==> config.mk <==
export PLATFORM = sky130hd
export DESIGN_NAME = bech32_symbol_decode_core
export DESIGN_NICKNAME = d
export VERILOG_FILES = /design/src/rtl/core/bsd_pkg.sv /design/src/rtl/core/bsd_front.sv /design/src/rtl/core/bsd_queue.sv /design/src/rtl/core/bsd_back.sv /design/src/rtl/core/bech32_symbol_decode_core.sv
export SDC_FILE = /design/constraint.sdc
export NUM_CORES = 1
export LEC_CHECK = 0
export ABC_AREA = 1
export BUFFER_PORTS_ARGS = -buffer_cell sky130_fd_sc_hd__buf_4
export CORE_MARGIN = 5
export CORE_UTILIZATION = 30
export CTS_BUF_LIST = sky130_fd_sc_hd__clkbuf_2
export CTS_CLUSTER_DIAMETER = 150
export CTS_CLUSTER_SIZE = 30
export DETAILED_ROUTE_END_ITERATION = 10
export PLACE_DENSITY = 0.5
export SETUP_SLACK_MARGIN = 0.05
export SLEW_MARGIN = 15
export SYNTH_ARGS = -nofsm -noshare
export SYNTH_HDL_FRONTEND = slang
export SYNTH_SLANG_ARGS = --single-unit
==> constraint.sdc <==
create_clock -name clock -period 3.7 [get_ports clock]
set_input_delay 0.555 -clock clock [delete_from_list [all_inputs] [get_ports clock]]
set_output_delay 0.555 -clock clock [all_outputs]
set_load 0.05 [all_outputs]
==> src/rtl/core/bsd_pkg.sv <==
// ----------------------------------------------------------------------------
// bsd_pkg
// Shared types, constants and helper functions of the Bech32 symbol decoder.
// ----------------------------------------------------------------------------
package bsd_pkg;

   // number of trailing checksum symbols held back from the byte packer
   localparam int CHECK_SYMBOLS = 6;
   // entries of the queue between front and back
   localparam int QUEUE_DEPTH   = 2;

   // configuration port
   localparam int CSR_ADDR_WIDTH = 3;
   localparam int CSR_DATA_WIDTH = 32;
   localparam logic CSR_IDX_RESIDUE = 1'b0;

   localparam int CHK_WIDTH = 30;
   localparam logic [CHK_WIDTH-1:0] CHK_INIT          = 30'd32;
   localparam logic [CHK_WIDTH-1:0] RESIDUE_RESET     = 30'h3fffffff;
   localparam logic [CHK_WIDTH-1:0] GEN0              = 30'h3b6a57b2;
   localparam logic [CHK_WIDTH-1:0] GEN1              = 30'h26508e6d;
   localparam logic [CHK_WIDTH-1:0] GEN2              = 30'h1ea119fa;
   localparam logic [CHK_WIDTH-1:0] GEN3              = 30'h3d4233dd;
   localparam logic [CHK_WIDTH-1:0] GEN4              = 30'h2a1462b3;

   // status codes
   localparam logic [1:0] ST_OK           = 2'd0;
   localparam logic [1:0] ST_BAD_CHAR     = 2'd1;
   localparam logic [1:0] ST_BAD_CHECKSUM = 2'd2;
   localparam logic [1:0] ST_TOO_SHORT    = 2'd3;

   // input item
   typedef struct packed {
      logic [7:0] char_code;
      logic       last;
   } req_type;

   // result item
   typedef struct packed {
      logic [7:0] data_byte;
      logic       is_status;
      logic [1:0] status;
      logic       run_last;
   } rsp_type;

   // classified item passed from front to back
   typedef struct packed {
      logic       ok;
      logic [4:0] sym;
      logic       last;
   } sym_type;

   // symbol alphabet, index is the 5-bit symbol value
   localparam logic [7:0] ALPHABET [32] = '{
      "q", "p", "z", "r", "y", "9", "x", "8",
      "g", "f", "2", "t", "v", "d", "w", "0",
      "s", "3", "j", "n", "5", "4", "k", "h",
      "c", "e", "6", "m", "u", "a", "7", "l"
   };

   // map a raw character to {found, symbol}; upper case folds to lower case
   function automatic logic [5:0] map_symbol(input logic [7:0] c);
      logic [7:0] lc;
      logic [5:0] res;
      lc  = c;
      res = '0;
      if (c >= "A" && c <= "Z") begin
         lc = c + 8'd32;
      end
      for (int i = 0; i < 32; i++) begin
         if (ALPHABET[i] == lc) begin
            res = {1'b1, 5'(i)};
         end
      end
      return res;
   endfunction

   // one step of the BCH polymod
   function automatic logic [CHK_WIDTH-1:0] poly_step(input logic [CHK_WIDTH-1:0] r,
                                                       input logic [4:0] v);
      logic [4:0]           top;
      logic [CHK_WIDTH-1:0] n;
      top = r[29:25];
      n   = {r[24:0], v};
      if (top[0]) n = n ^ GEN0;
      if (top[1]) n = n ^ GEN1;
      if (top[2]) n = n ^ GEN2;
      if (top[3]) n = n ^ GEN3;
      if (top[4]) n = n ^ GEN4;
      return n;
   endfunction

endpackage

==> src/rtl/core/bsd_front.sv <==
// ----------------------------------------------------------------------------
// bsd_front
// Front end: takes character transfers and classifies them into symbols.
// ----------------------------------------------------------------------------
module bsd_front (
   input  logic             req_valid,
   output logic             req_ready,
   input  bsd_pkg::req_type req_data,
   output logic             push_valid,
   input  logic             push_ready,
   output bsd_pkg::sym_type push_data
);

   logic [5:0] map_res;

   // alphabet lookup
   assign map_res = bsd_pkg::map_symbol(req_data.char_code);

   // classified item goes straight into the queue
   assign push_data.ok   = map_res[5];
   assign push_data.sym  = map_res[4:0];
   assign push_data.last = req_data.last;
   assign push_valid     = req_valid;
   assign req_ready      = push_ready;

endmodule

==> src/rtl/core/bsd_queue.sv <==
// ----------------------------------------------------------------------------
// bsd_queue
// Small FIFO between front and back so each side stalls on its own.
// ----------------------------------------------------------------------------
module bsd_queue #(
   parameter int DEPTH = bsd_pkg::QUEUE_DEPTH
) (
   input  logic             clock,
   input  logic             reset,
   input  logic             push_valid,
   output logic             push_ready,
   input  bsd_pkg::sym_type push_data,
   output logic             pop_valid,
   input  logic             pop_ready,
   output bsd_pkg::sym_type pop_data
);

   localparam int PTR_W = (DEPTH > 1) ? $clog2(DEPTH) : 1;
   localparam int CNT_W = $clog2(DEPTH + 1);

   bsd_pkg::sym_type       mem_ff [DEPTH];
   logic [PTR_W-1:0]       wr_ptr_ff, wr_ptr_in;
   logic [PTR_W-1:0]       rd_ptr_ff, rd_ptr_in;
   logic [CNT_W-1:0]       count_ff, count_in;
   logic                   do_push, do_pop;

   assign push_ready = (count_ff != CNT_W'(DEPTH));
   assign pop_valid  = (count_ff != '0);
   assign pop_data   = mem_ff[rd_ptr_ff];
   assign do_push    = push_valid & push_ready;
   assign do_pop     = pop_valid & pop_ready;

   // pointer and fill bookkeeping
   always_comb begin
      wr_ptr_in = wr_ptr_ff;
      rd_ptr_in = rd_ptr_ff;
      count_in  = count_ff;
      if (do_push) begin
         wr_ptr_in = (wr_ptr_ff == PTR_W'(DEPTH - 1)) ? '0 : wr_ptr_ff + 1'b1;
      end
      if (do_pop) begin
         rd_ptr_in = (rd_ptr_ff == PTR_W'(DEPTH - 1)) ? '0 : rd_ptr_ff + 1'b1;
      end
      if (do_push && !do_pop) begin
         count_in = count_ff + 1'b1;
      end else if (!do_push && do_pop) begin
         count_in = count_ff - 1'b1;
      end
   end

   always_ff @(posedge clock) begin
      if (reset) begin
         wr_ptr_ff <= '0;
         rd_ptr_ff <= '0;
         count_ff  <= '0;
      end else begin
         wr_ptr_ff <= wr_ptr_in;
         rd_ptr_ff <= rd_ptr_in;
         count_ff  <= count_in;
      end
   end

   // storage
   always_ff @(posedge clock) begin
      if (do_push) begin
         mem_ff[wr_ptr_ff] <= push_data;
      end
   end

endmodule

==> src/rtl/core/bsd_back.sv <==
// ----------------------------------------------------------------------------
// bsd_back
// Back end: polymod, checksum delay line, 5-to-8 bit repacking and the
// result register with one pending status slot.
// ----------------------------------------------------------------------------
module bsd_back #(
   parameter int CHECK_SYMBOLS = bsd_pkg::CHECK_SYMBOLS
) (
   input  logic                            clock,
   input  logic                            reset,
   input  logic [bsd_pkg::CHK_WIDTH-1:0]   expected_residue,
   input  logic                            pop_valid,
   output logic                            pop_ready,
   input  bsd_pkg::sym_type                pop_data,
   output logic                            rsp_valid,
   input  logic                            rsp_ready,
   output bsd_pkg::rsp_type                rsp_data
);

   localparam int FILL_W = $clog2(CHECK_SYMBOLS + 1);

   // decode state
   logic [bsd_pkg::CHK_WIDTH-1:0] chk_ff, chk_in;
   logic [4:0]                    line_ff [CHECK_SYMBOLS];
   logic [4:0]                    line_in [CHECK_SYMBOLS];
   logic [FILL_W-1:0]             fill_ff, fill_in;
   logic [11:0]                   acc_ff, acc_in;
   logic [2:0]                    cnt_ff, cnt_in;
   logic                          bad_ff, bad_in;

   // result register and pending status
   logic                          out_valid_ff, out_valid_in;
   bsd_pkg::rsp_type              out_ff, out_in;
   logic                          pend_ff, pend_in;
   bsd_pkg::rsp_type              pend_res_ff, pend_res_in;

   logic                          do_pop;
   logic                          out_take;
   logic                          emit_byte;
   logic                          line_full;
   logic [11:0]                   acc_shift;
   logic [3:0]                    cnt_sum;
   logic [7:0]                    byte_val;
   logic [1:0]                    status_val;
   bsd_pkg::rsp_type              byte_res, status_res;

   assign out_take  = out_valid_ff & rsp_ready;
   assign pop_ready = ~pend_ff & (~out_valid_ff | rsp_ready);
   assign do_pop    = pop_valid & pop_ready;
   assign line_full = (fill_ff == FILL_W'(CHECK_SYMBOLS));
   assign acc_shift = {acc_ff[6:0], line_ff[0]};
   assign cnt_sum   = {1'b0, cnt_ff} + 4'd5;
   assign byte_val  = 8'(acc_shift >> cnt_sum[2:0]);

   // symbol processing for the item taken from the queue
   always_comb begin
      chk_in    = chk_ff;
      line_in   = line_ff;
      fill_in   = fill_ff;
      acc_in    = acc_ff;
      cnt_in    = cnt_ff;
      bad_in    = bad_ff;
      emit_byte = 1'b0;
      if (do_pop) begin
         if (!pop_data.ok) begin
            bad_in = 1'b1;
         end else begin
            chk_in = bsd_pkg::poly_step(chk_ff, pop_data.sym);
            for (int i = 0; i + 1 < CHECK_SYMBOLS; i++) begin
               line_in[i] = line_ff[i+1];
            end
            line_in[CHECK_SYMBOLS-1] = pop_data.sym;
            if (line_full) begin
               acc_in = acc_shift;
               if (cnt_sum[3]) begin
                  cnt_in    = cnt_sum[2:0];
                  emit_byte = ~bad_ff;
               end else begin
                  cnt_in = cnt_sum[2:0];
               end
            end else begin
               fill_in = fill_ff + 1'b1;
            end
         end
      end

      // end-of-string status, by priority
      priority if (bad_in) begin
         status_val = bsd_pkg::ST_BAD_CHAR;
      end else if (fill_in != FILL_W'(CHECK_SYMBOLS)) begin
         status_val = bsd_pkg::ST_TOO_SHORT;
      end else if (chk_in != expected_residue) begin
         status_val = bsd_pkg::ST_BAD_CHECKSUM;
      end else begin
         status_val = bsd_pkg::ST_OK;
      end

      // clear for the next string
      if (do_pop && pop_data.last) begin
         chk_in  = bsd_pkg::CHK_INIT;
         fill_in = '0;
         acc_in  = '0;
         cnt_in  = '0;
         bad_in  = 1'b0;
      end
   end

   // result formatting
   always_comb begin
      byte_res.data_byte   = byte_val;
      byte_res.is_status   = 1'b0;
      byte_res.status      = bsd_pkg::ST_OK;
      byte_res.run_last    = ~pop_data.last;
      status_res.data_byte = '0;
      status_res.is_status = 1'b1;
      status_res.status    = status_val;
      status_res.run_last  = 1'b1;
   end

   // result register: pending status first, then new results
   always_comb begin
      out_valid_in = out_valid_ff & ~out_take;
      out_in       = out_ff;
      pend_in      = pend_ff;
      pend_res_in  = pend_res_ff;
      if (pend_ff && (out_take || !out_valid_ff)) begin
         out_in       = pend_res_ff;
         out_valid_in = 1'b1;
         pend_in      = 1'b0;
      end else if (do_pop) begin
         if (emit_byte) begin
            out_in       = byte_res;
            out_valid_in = 1'b1;
            if (pop_data.last) begin
               pend_in     = 1'b1;
               pend_res_in = status_res;
            end
         end else if (pop_data.last) begin
            out_in       = status_res;
            out_valid_in = 1'b1;
         end
      end
   end

   always_ff @(posedge clock) begin
      if (reset) begin
         chk_ff       <= bsd_pkg::CHK_INIT;
         fill_ff      <= '0;
         acc_ff       <= '0;
         cnt_ff       <= '0;
         bad_ff       <= 1'b0;
         out_valid_ff <= 1'b0;
         pend_ff      <= 1'b0;
      end else begin
         chk_ff       <= chk_in;
         fill_ff      <= fill_in;
         acc_ff       <= acc_in;
         cnt_ff       <= cnt_in;
         bad_ff       <= bad_in;
         out_valid_ff <= out_valid_in;
         pend_ff      <= pend_in;
      end
   end

   // payload registers
   always_ff @(posedge clock) begin
      line_ff     <= line_in;
      out_ff      <= out_in;
      pend_res_ff <= pend_res_in;
   end

   assign rsp_valid = out_valid_ff;
   assign rsp_data  = out_ff;

endmodule

==> src/rtl/core/bech32_symbol_decode_core.sv <==
// ----------------------------------------------------------------------------
// bech32_symbol_decode_core
// Streaming Bech32 symbol decoder: characters in, payload bytes and status out.
// ----------------------------------------------------------------------------
// Usage:
//   req_* carries one character per transfer with a last-of-string flag.
//   rsp_* returns decoded bytes and, after the last character, one status
//   result (ok, bad character, bad checksum, too short). Bytes are
//   provisional; keep them only if the following status is ok.
//   The APB port holds expected_residue at address 0 (reset 0x3fffffff);
//   write it only while the block is idle.
// Path: each character's result passes through the queue register, then
//   the result register.
// Throughput: one character per cycle while rsp_ready is high. A last
//   character that also completes a byte gives two results and holds the
//   back end while its status waits for the single output port.
// Reset clears the queue, decode state and result register; the string in
//   progress is dropped. When rsp_ready is low, the result register holds and
//   the two-entry queue absorbs characters before req_ready drops.
// ----------------------------------------------------------------------------
module bech32_symbol_decode_core #(
   parameter int CHECK_SYMBOLS = bsd_pkg::CHECK_SYMBOLS,
   parameter int QUEUE_DEPTH   = bsd_pkg::QUEUE_DEPTH
) (
   input  logic                                clock,
   input  logic                                reset,
   input  logic                                req_valid,
   output logic                                req_ready,
   input  bsd_pkg::req_type                    req_data,
   output logic                                rsp_valid,
   input  logic                                rsp_ready,
   output bsd_pkg::rsp_type                    rsp_data,
   input  logic                                psel,
   input  logic                                penable,
   input  logic                                pwrite,
   input  logic [bsd_pkg::CSR_ADDR_WIDTH-1:0]  paddr,
   input  logic [bsd_pkg::CSR_DATA_WIDTH-1:0]  pwdata,
   output logic [bsd_pkg::CSR_DATA_WIDTH-1:0]  prdata,
   output logic                                pready
);

   logic [bsd_pkg::CHK_WIDTH-1:0] residue_ff, residue_in;
   logic                          csr_write;
   logic                          push_valid, push_ready;
   bsd_pkg::sym_type              push_data;
   logic                          pop_valid, pop_ready;
   bsd_pkg::sym_type              pop_data;

   // configuration register
   assign pready    = 1'b1;
   assign csr_write = psel & penable & pwrite & pready;

   always_comb begin
      residue_in = residue_ff;
      if (csr_write && paddr[2] == bsd_pkg::CSR_IDX_RESIDUE) begin
         residue_in = pwdata[bsd_pkg::CHK_WIDTH-1:0];
      end
   end

   always_ff @(posedge clock) begin
      if (reset) begin
         residue_ff <= bsd_pkg::RESIDUE_RESET;
      end else begin
         residue_ff <= residue_in;
      end
   end

   assign prdata = (paddr[2] == bsd_pkg::CSR_IDX_RESIDUE) ?
                   bsd_pkg::CSR_DATA_WIDTH'(residue_ff) : '0;

   // front end: character classification
   bsd_front u_front (
      .req_valid  (req_valid),
      .req_ready  (req_ready),
      .req_data   (req_data),
      .push_valid (push_valid),
      .push_ready (push_ready),
      .push_data  (push_data)
   );

   // decoupling queue
   bsd_queue #(
      .DEPTH (QUEUE_DEPTH)
   ) u_queue (
      .clock      (clock),
      .reset      (reset),
      .push_valid (push_valid),
      .push_ready (push_ready),
      .push_data  (push_data),
      .pop_valid  (pop_valid),
      .pop_ready  (pop_ready),
      .pop_data   (pop_data)
   );

   // back end: checksum, repacking, results
   bsd_back #(
      .CHECK_SYMBOLS (CHECK_SYMBOLS)
   ) u_back (
      .clock            (clock),
      .reset            (reset),
      .expected_residue (residue_ff),
      .pop_valid        (pop_valid),
      .pop_ready        (pop_ready),
      .pop_data         (pop_data),
      .rsp_valid        (rsp_valid),
      .rsp_ready        (rsp_ready),
      .rsp_data         (rsp_data)
   );

`ifndef SYNTHESIS
   // a byte that is not the last result of its character is followed by status
   a_status_follows: assert property (@(posedge clock) disable iff (reset)
      rsp_valid && rsp_ready && !rsp_data.run_last |=> rsp_valid && rsp_data.is_status)
      else $error("byte with pending status not followed by status result");

   // byte results never carry a status code
   a_byte_status_zero: assert property (@(posedge clock) disable iff (reset)
      rsp_valid && !rsp_data.is_status |-> rsp_data.status == bsd_pkg::ST_OK)
      else $error("byte result carries a status code");

   // no result right after reset
   a_reset_clears: assert property (@(posedge clock)
      reset |=> !rsp_valid)
      else $error("result valid after reset");
`endif

endmodule

; Yosys cells after proc, flatten, opt, wreduce, memory -nomap -nowiden
; Memories as Yosys holds them, arrays and structs flattened. A register that Yosys moved wholly into a read port is not among the register bits.
; Cells that the tools add are included.
[op_classes]
add_sub_neg = 7
n_mux = 77
bitwise_logic = 20
n_reduce_logical = 21
n_lt_le_gt_ge = 2
n_eq_ne = 36
n_shift = 1
[ops]
columns = cell, n
row1 = 30-bit 2-to-1 mux, 15
row2 = 6-bit 2-to-1 mux, 32
row3 = 7-bit by 8-bit equality test with 1-bit output (first input constant), 23
row4 = 6-bit by 8-bit equality test with 1-bit output (first input constant), 9
row5 = 12-bit 2-to-1 mux, 3
row6 = 30-bit inequality test, 1
row7 = 29-bit 2-to-1 mux, 1
row8 = 18-bit NOT, 1
row9 = 17-bit NOT, 1
row10 = 1-bit 2-to-1 mux, 16
row11 = 16-bit NOT, 1
row12 = 14-bit NOT, 1
row13 = 13-bit NOT, 1
row14 = 3-bit 2-to-1 mux, 4
row15 = 12-bit by 3-bit right shift with 8-bit output, 1
row16 = 2-bit 2-to-1 mux, 5
row17 = 8-bit by 6-bit adder with 8-bit output (second input constant), 1
row18 = 8-bit by 7-bit greater-or-equal comparator with 1-bit output (second input constant), 1
row19 = 8-bit by 7-bit <= comparator with 1-bit output (second input constant), 1
row20 = 8-bit 2-to-1 mux, 1
row21 = 1-bit AND, 7
row22 = 1-bit NOT, 7
row23 = 1-bit logical AND, 6
row24 = 3-bit AND reduction, 2
row25 = other kinds (16), 23
[word_totals]
elab_cells = 187
ramBits = 14
mem_count = 1
out_inout_bits = 47
inputBits = 51
reg_bits = 124
[mem_list]
columns = memory, words, width, read_ports, rd_ports_with_merged_regs, wr, line_no
row1 = u_queue.mem_ff, 2, 7, 1, 1, 1, bsd_queue.sv:21  ; bsd_pkg::sym_type mem_ff [DEPTH];

; Logic depth before layout (Yosys ltp)
[logic_depth]
word_depth = 36
mapped_depth = 18

; Modules after synthesis
; From an unflattened synthesis, not the netlist that was laid out.
[unflattened]
hier_cells = 1162
area_unflattened_um2 = 8109.0
[modules_own_cells]
columns = mod, instances, cells_each, seq_area_each_um2, area_each_um2
row1 = bsd_back, 1, 771, 2242.2, 5237.5
row2 = bech32_symbol_decode_core, 1, 206, 600.6, 1361.3
row3 = bsd_front, 1, 126, 0.0, 755.7
row4 = bsd_queue, 1, 59, 520.5, 754.5

; Worst setup path before layout
; No wires, ideal clock.
[synth_timing]
kind = flip-flop to flip-flop
from = register u_back.out_valid_ff (netlist: u_back.rsp_valid)
to = register u_back.pend_res_ff[2] in the netlist's numbering (data pin)
arrival_time_ps = 2102
slack_ps = 1344
path_buffers = 2
path_stages_with_launch = 13
cell_sequence = dfxtp_1 nand2_1 o211ai_4 nor2_8 buf_6 buf_6 o21ai_0 o21ai_1 nor2_1 nand2_1 nor2_1 nand3_1 and2_1
[synth_via]
elab_chain_len = 9
[synth_rtl]
columns = item, line_no
row1 = start: declaration, bsd_back.sv:32  ; logic out_valid_ff, out_valid_in;
row2 = start signal: assignment, bsd_back.sv:160  ; out_valid_ff <= out_valid_in;
row3 = 1-bit NOT (*), bsd_back.sv:48  ; assign pop_ready = ~pend_ff & (~out_valid_ff | rsp_ready);
row4 = 1-bit OR (*), bsd_back.sv:48
row5 = 1-bit AND (*), bsd_back.sv:48
row6 = 1-bit AND (*), bsd_back.sv:49  ; assign do_pop = pop_valid & pop_ready;
row7 = 30-bit 2-to-1 mux, bsd_back.sv:64  ; if (do_pop) begin
row8 = 30-bit inequality test, bsd_back.sv:92  ; end else if (chk_in != expected_residue) begin
row9 = 2-bit 2-to-1 mux, bsd_back.sv:92
row10 = 2-bit 2-to-1 mux, bsd_back.sv:90  ; end else if (fill_in != FILL_W'(CHECK_SYMBOLS)) begin
row11 = 2-bit 2-to-1 mux (*), bsd_back.sv:88  ; priority if (bad_in) begin
row12 = via u_back.status_val[1], bsd_back.sv:44  ; logic [1:0] status_val;
row13 = end signal: assignment, bsd_back.sv:169  ; pend_res_ff <= pend_res_in;
row14 = end: declaration, bsd_back.sv:35  ; bsd_pkg::rsp_type pend_res_ff, pend_res_in;
; The timed path passes the listed nets; every way through them passes the cells marked *.
; A chain may end at the register's enable or synchronous reset.

==> summary.txt <==
Synthesis
  – Compound-gate portion of the synthesized area: 0.110
  – Post-Synth Simple-Gate Area: 0.225
  – Post-synthesis mux area share: 0.00143
  – Predominant post-synthesis flop cell: sky130_fd_sc_hd__dfxtp_1
  – Yosys cell types: between 40 and 50
  – Register area share after synthesis: 0.479
  – Post-synthesis sequential element count: 139
  – Post-synthesis adder-cell area fraction: 0.00891
  – Post-Synthesis Cells: between 800 and 900
  – Post-synthesis area per instance: 8.23 sq um
  – Synthesized cell area: ~7000 sq um
  – Fraction of synthesized cell area taken by the top area cell type: 0.248
  – EDFF count, synth: just under 60
  – Synth Warn #: 0
  – Post-synth top area cell: sky130_fd_sc_hd__edfxtp_1
  – Combinational family with the most area after synthesis: simple AND/OR/NAND/NOR gates
  – Xor-xnor portion of the synthesized cell area: 0.0937
  – Share of async-settable or async-resettable flops after synthesis: 0
  – Largest cells by area after synthesis: sky130_fd_sc_hd__edfxtp_1 25%, sky130_fd_sc_hd__dfxtp_1 23%, sky130_fd_sc_hd__nand2_1 9.9%

Place
  – Port buffer count: 90
  – Final HPWL from detailed placement: approximately 12 mm
  – Total placed cells including tap cells: 1231
  – Placement-stage cell area: a little under 8000 sq um
  – Weighted congestion reported at the end of routability-driven placement: roughly 0.84
  – Pre-CTS worst setup slack: roughly 0.75 ns

Setup path
  – Cell family with most CP delay: simple AND/OR/NAND/NOR gates
  – CP arrival: about 3.3 ns
  – Maximum cell stage delay along the critical path: 0.62 ns
  – Required @ worst endpoint: 4.20 ns
  – Highest net fanout along the worst path: 87
  – Sort of element at the start of the critical path: flop
  – Crit end category: flop
  – Total buffers and inverters traversed by the critical path: 2
  – Crit path max-delay cell type: sky130_fd_sc_hd__dfxtp_1
  – Critical Setup Path Class: reg -> reg
  – CP Cell Sequence: nand2_1, nand2_2, inv_4, nor2_8, buf_12, o21ai_0, xor2_1, nor2_1, nand3_1, nor2_1, nand3_1, and2_1

Timing
  – Final clock skew: between 0.04 and 0.05 ns
  – Measured slew at the worst slew-check pin: ~0.83 ns
  – Final-layout worst hold slack: 0.0709 ns
  – Final clock period utilization by the worst path: 0.765
  – Sum of negative setup slack: 0 ns
  – Count of final setup violators: 0
  – Fmax: about 350 MHz
  – Number of hold violations in the final report: 0
  – Relative slew slack: 0.445
  – Final Critical Period: roughly 2.8 ns
  – Worst Setup Slack, final: 0.871 ns
  – Final slew viol count: 0
  – Unrepaired setup endpoints after global routing: false

Cells and area
  – Post-route cell area: 8360 sq um
  – Area added between synthesis and finish: 19.0%
  – Number of nets in the final layout: around 1000
  – Commonest non-fill, non-tap cells in the layout: 185 x sky130_fd_sc_hd__nand2_1, 126 x sky130_fd_sc_hd__nor2_1, 94 x sky130_fd_sc_hd__buf_4, 89 x sky130_fd_sc_hd__inv_1, 81 x sky130_fd_sc_hd__dfxtp_1
  – Leading cell type in the layout, fill and taps excluded: sky130_fd_sc_hd__nand2_1
  – Share of layout cells above drive strength 1: 0.160
  – Post-layout util: 0.359
  – Final Instance Count excl. Fillers: 1286

CTS
  – Quantity of gates resized following cts: 0
  – Clock transition time at the flip-flop clock pins of the worst setup and hold paths: roughly 0.22 ns
  – Number of H-tree levels: 4
  – Skew-Pair Late Insertion Delay: around 0.70 ns
  – Maximum root-to-sink buffer count: 2
  – Clock tree from TritonCTS: done
  – Clock Root Buffer: sky130_fd_sc_hd__clkbuf_2
  – Number of clock buffers inserted by TritonCTS: 17
  – Clock net sink count: between 100 and 150

Global route
  – Total global-route track usage: 0.122
  – Initial antenna violation count: 1
  – Wire length of the first global-routing pass: 26.1 mm
  – Largest net degree at the start of global routing: 88
  – Residual overflow from global routing: 0
  – Vias in the first global route: between 5000 and 6000

Routing
  – Remaining design rule violation count: 0
  – Wirelength, routed: around 16 mm
  – Vias post-DR: around 5500
  – Drt initial violations: 343
  – DRT Pass-1 Iters: 5
  – Antenna Violating Nets Remaining: 0
  – Average via count per standard cell: between 4 and 5
  – Routed WL per cell: 12.6 um

Die
  – Standard cell core area: 23300 sq um
  – Die extent in x: about 160 um
  – Number of placed I/O pins: about 100
  – Initial core utilization: 0.302
  – Die footprint: between 20000 and 30000 sq um
  – Vertical die dimension: between 150 and 200 um
  – Placement Rows: 56

Power
  – Largest vdd supply drop: 223 uV
  – Overall power consumption: a little over 5 mW
  – Power density cells: approximately 600 nW/um^2
  – Leakage dissipation: approximately 3.6 nW

Worst hold path
  – Min-Delay Path Class: in -> reg

Status
  – Result of the run: finished, final reports clean

Run
  – # Max-Cap Violations: 0
sequential cells by signal (all words and copies together) (netlist names), 2 cells and up, named ones only:
signal / cells
residue_ff: 30
u_back.acc_ff: 7
u_back.acc_shift: 5
u_back.chk_ff: 30
u_back.cnt_ff: 3
u_back.fill_ff: 3
u_back.line_ff: 25
u_back.pend_res_ff: 2
u_back.rsp_data: 12
u_queue.count_ff: 2
u_queue.mem_ff: 14
kinds of logic after synthesis:
group,after synthesis
multiplexers,1
other,2
flip-flops,139
AND/OR/NAND/NOR,376
adder cells (fa/ha/maj),5
XOR/XNOR,70
buffers and inverters,131
AO/OA/AOI/OAI,129
layout make-up:
cell class / instances / area (sq um)
fill: 2492 / 14900
sequential: 139 / 3360
multi-input combinational: 584 / 3100
timing repair buffer: 117 / 946
tap: 319 / 399
inverter: 94 / 358
clock buffer: 22 / 110
clock inverter: 10 / 76.3
antenna: 1 / 2.50
Yosys cell counts, types with 2 or more instances:
| cell type | n |
|---|---|
| sky130_fd_sc_hd__a211oi_1 | 2 |
| sky130_fd_sc_hd__a21oi_1 | 25 |
| sky130_fd_sc_hd__a31oi_1 | 3 |
| sky130_fd_sc_hd__buf_2 | 2 |
| sky130_fd_sc_hd__buf_4 | 7 |
| sky130_fd_sc_hd__buf_6 | 6 |
| sky130_fd_sc_hd__clkbuf_1 | 22 |
| sky130_fd_sc_hd__conb_1 | 2 |
| sky130_fd_sc_hd__dfxtp_1 | 81 |
| sky130_fd_sc_hd__edfxtp_1 | 58 |
| sky130_fd_sc_hd__ha_1 | 5 |
| sky130_fd_sc_hd__inv_1 | 89 |
| sky130_fd_sc_hd__inv_2 | 2 |
| sky130_fd_sc_hd__inv_4 | 2 |
| sky130_fd_sc_hd__nand2_1 | 185 |
| sky130_fd_sc_hd__nand2_2 | 8 |
| sky130_fd_sc_hd__nand3_1 | 29 |
| sky130_fd_sc_hd__nand4_1 | 10 |
| sky130_fd_sc_hd__nor2_1 | 127 |
| sky130_fd_sc_hd__nor2_4 | 2 |
| sky130_fd_sc_hd__nor3_1 | 4 |
| sky130_fd_sc_hd__nor3_2 | 2 |
| sky130_fd_sc_hd__nor3b_1 | 2 |
| sky130_fd_sc_hd__o211ai_1 | 31 |
| sky130_fd_sc_hd__o21ai_0 | 47 |
| sky130_fd_sc_hd__o21ai_1 | 12 |
| sky130_fd_sc_hd__o22ai_1 | 2 |
| sky130_fd_sc_hd__xnor2_1 | 15 |
| sky130_fd_sc_hd__xnor2_4 | 2 |
| sky130_fd_sc_hd__xor2_1 | 52 |
tightest hold or removal path, cell delays in order:
cell and delay, ns:
sky130_fd_sc_hd__buf_4 0.08, sky130_fd_sc_hd__nand2_1 0.04, sky130_fd_sc_hd__o211ai_1 0.06
layer usage:
metal / up-vias / track usage / part of all wire
li1: 2952 / - / -
met3: 4 / 0.0291 / 0.036
met2: 90 / 0.195 / 0.48
met4: 0 / 0.0282 / 0.0072
met5: - / 0 / 0
met1: 2452 / 0.167 / 0.48
path summary, 6_finish.rpt:
kind	start	to	slack, ns	cells past startpoint
worst max-delay path	flop	u_back.pend_res_ff[2]	0.87	12
worst min register to register	u_back.line_ff[4]	u_back.line_ff[9]	0.42	0
worst max register to register	flop	u_back.pend_res_ff[2]	0.87	12
worst min-delay path	pwdata[10]	residue_ff[10]	0.07	3
report_power, final:
group | switching (mW) | leakage, nW | internal [mW]
combinational | 1.37 | 2.30 | 0.719
sequential | 0.201 | 1.20 | 1.99
clock | 0.533 | 0.136 | 0.247
what timing repair did:
action | in CTS | in global routing
hold endpoints to repair | 11 | 13
buffers inserted | 0 | 0
hold buffers | 9 | 13
(Power assumes the default switching activity.)
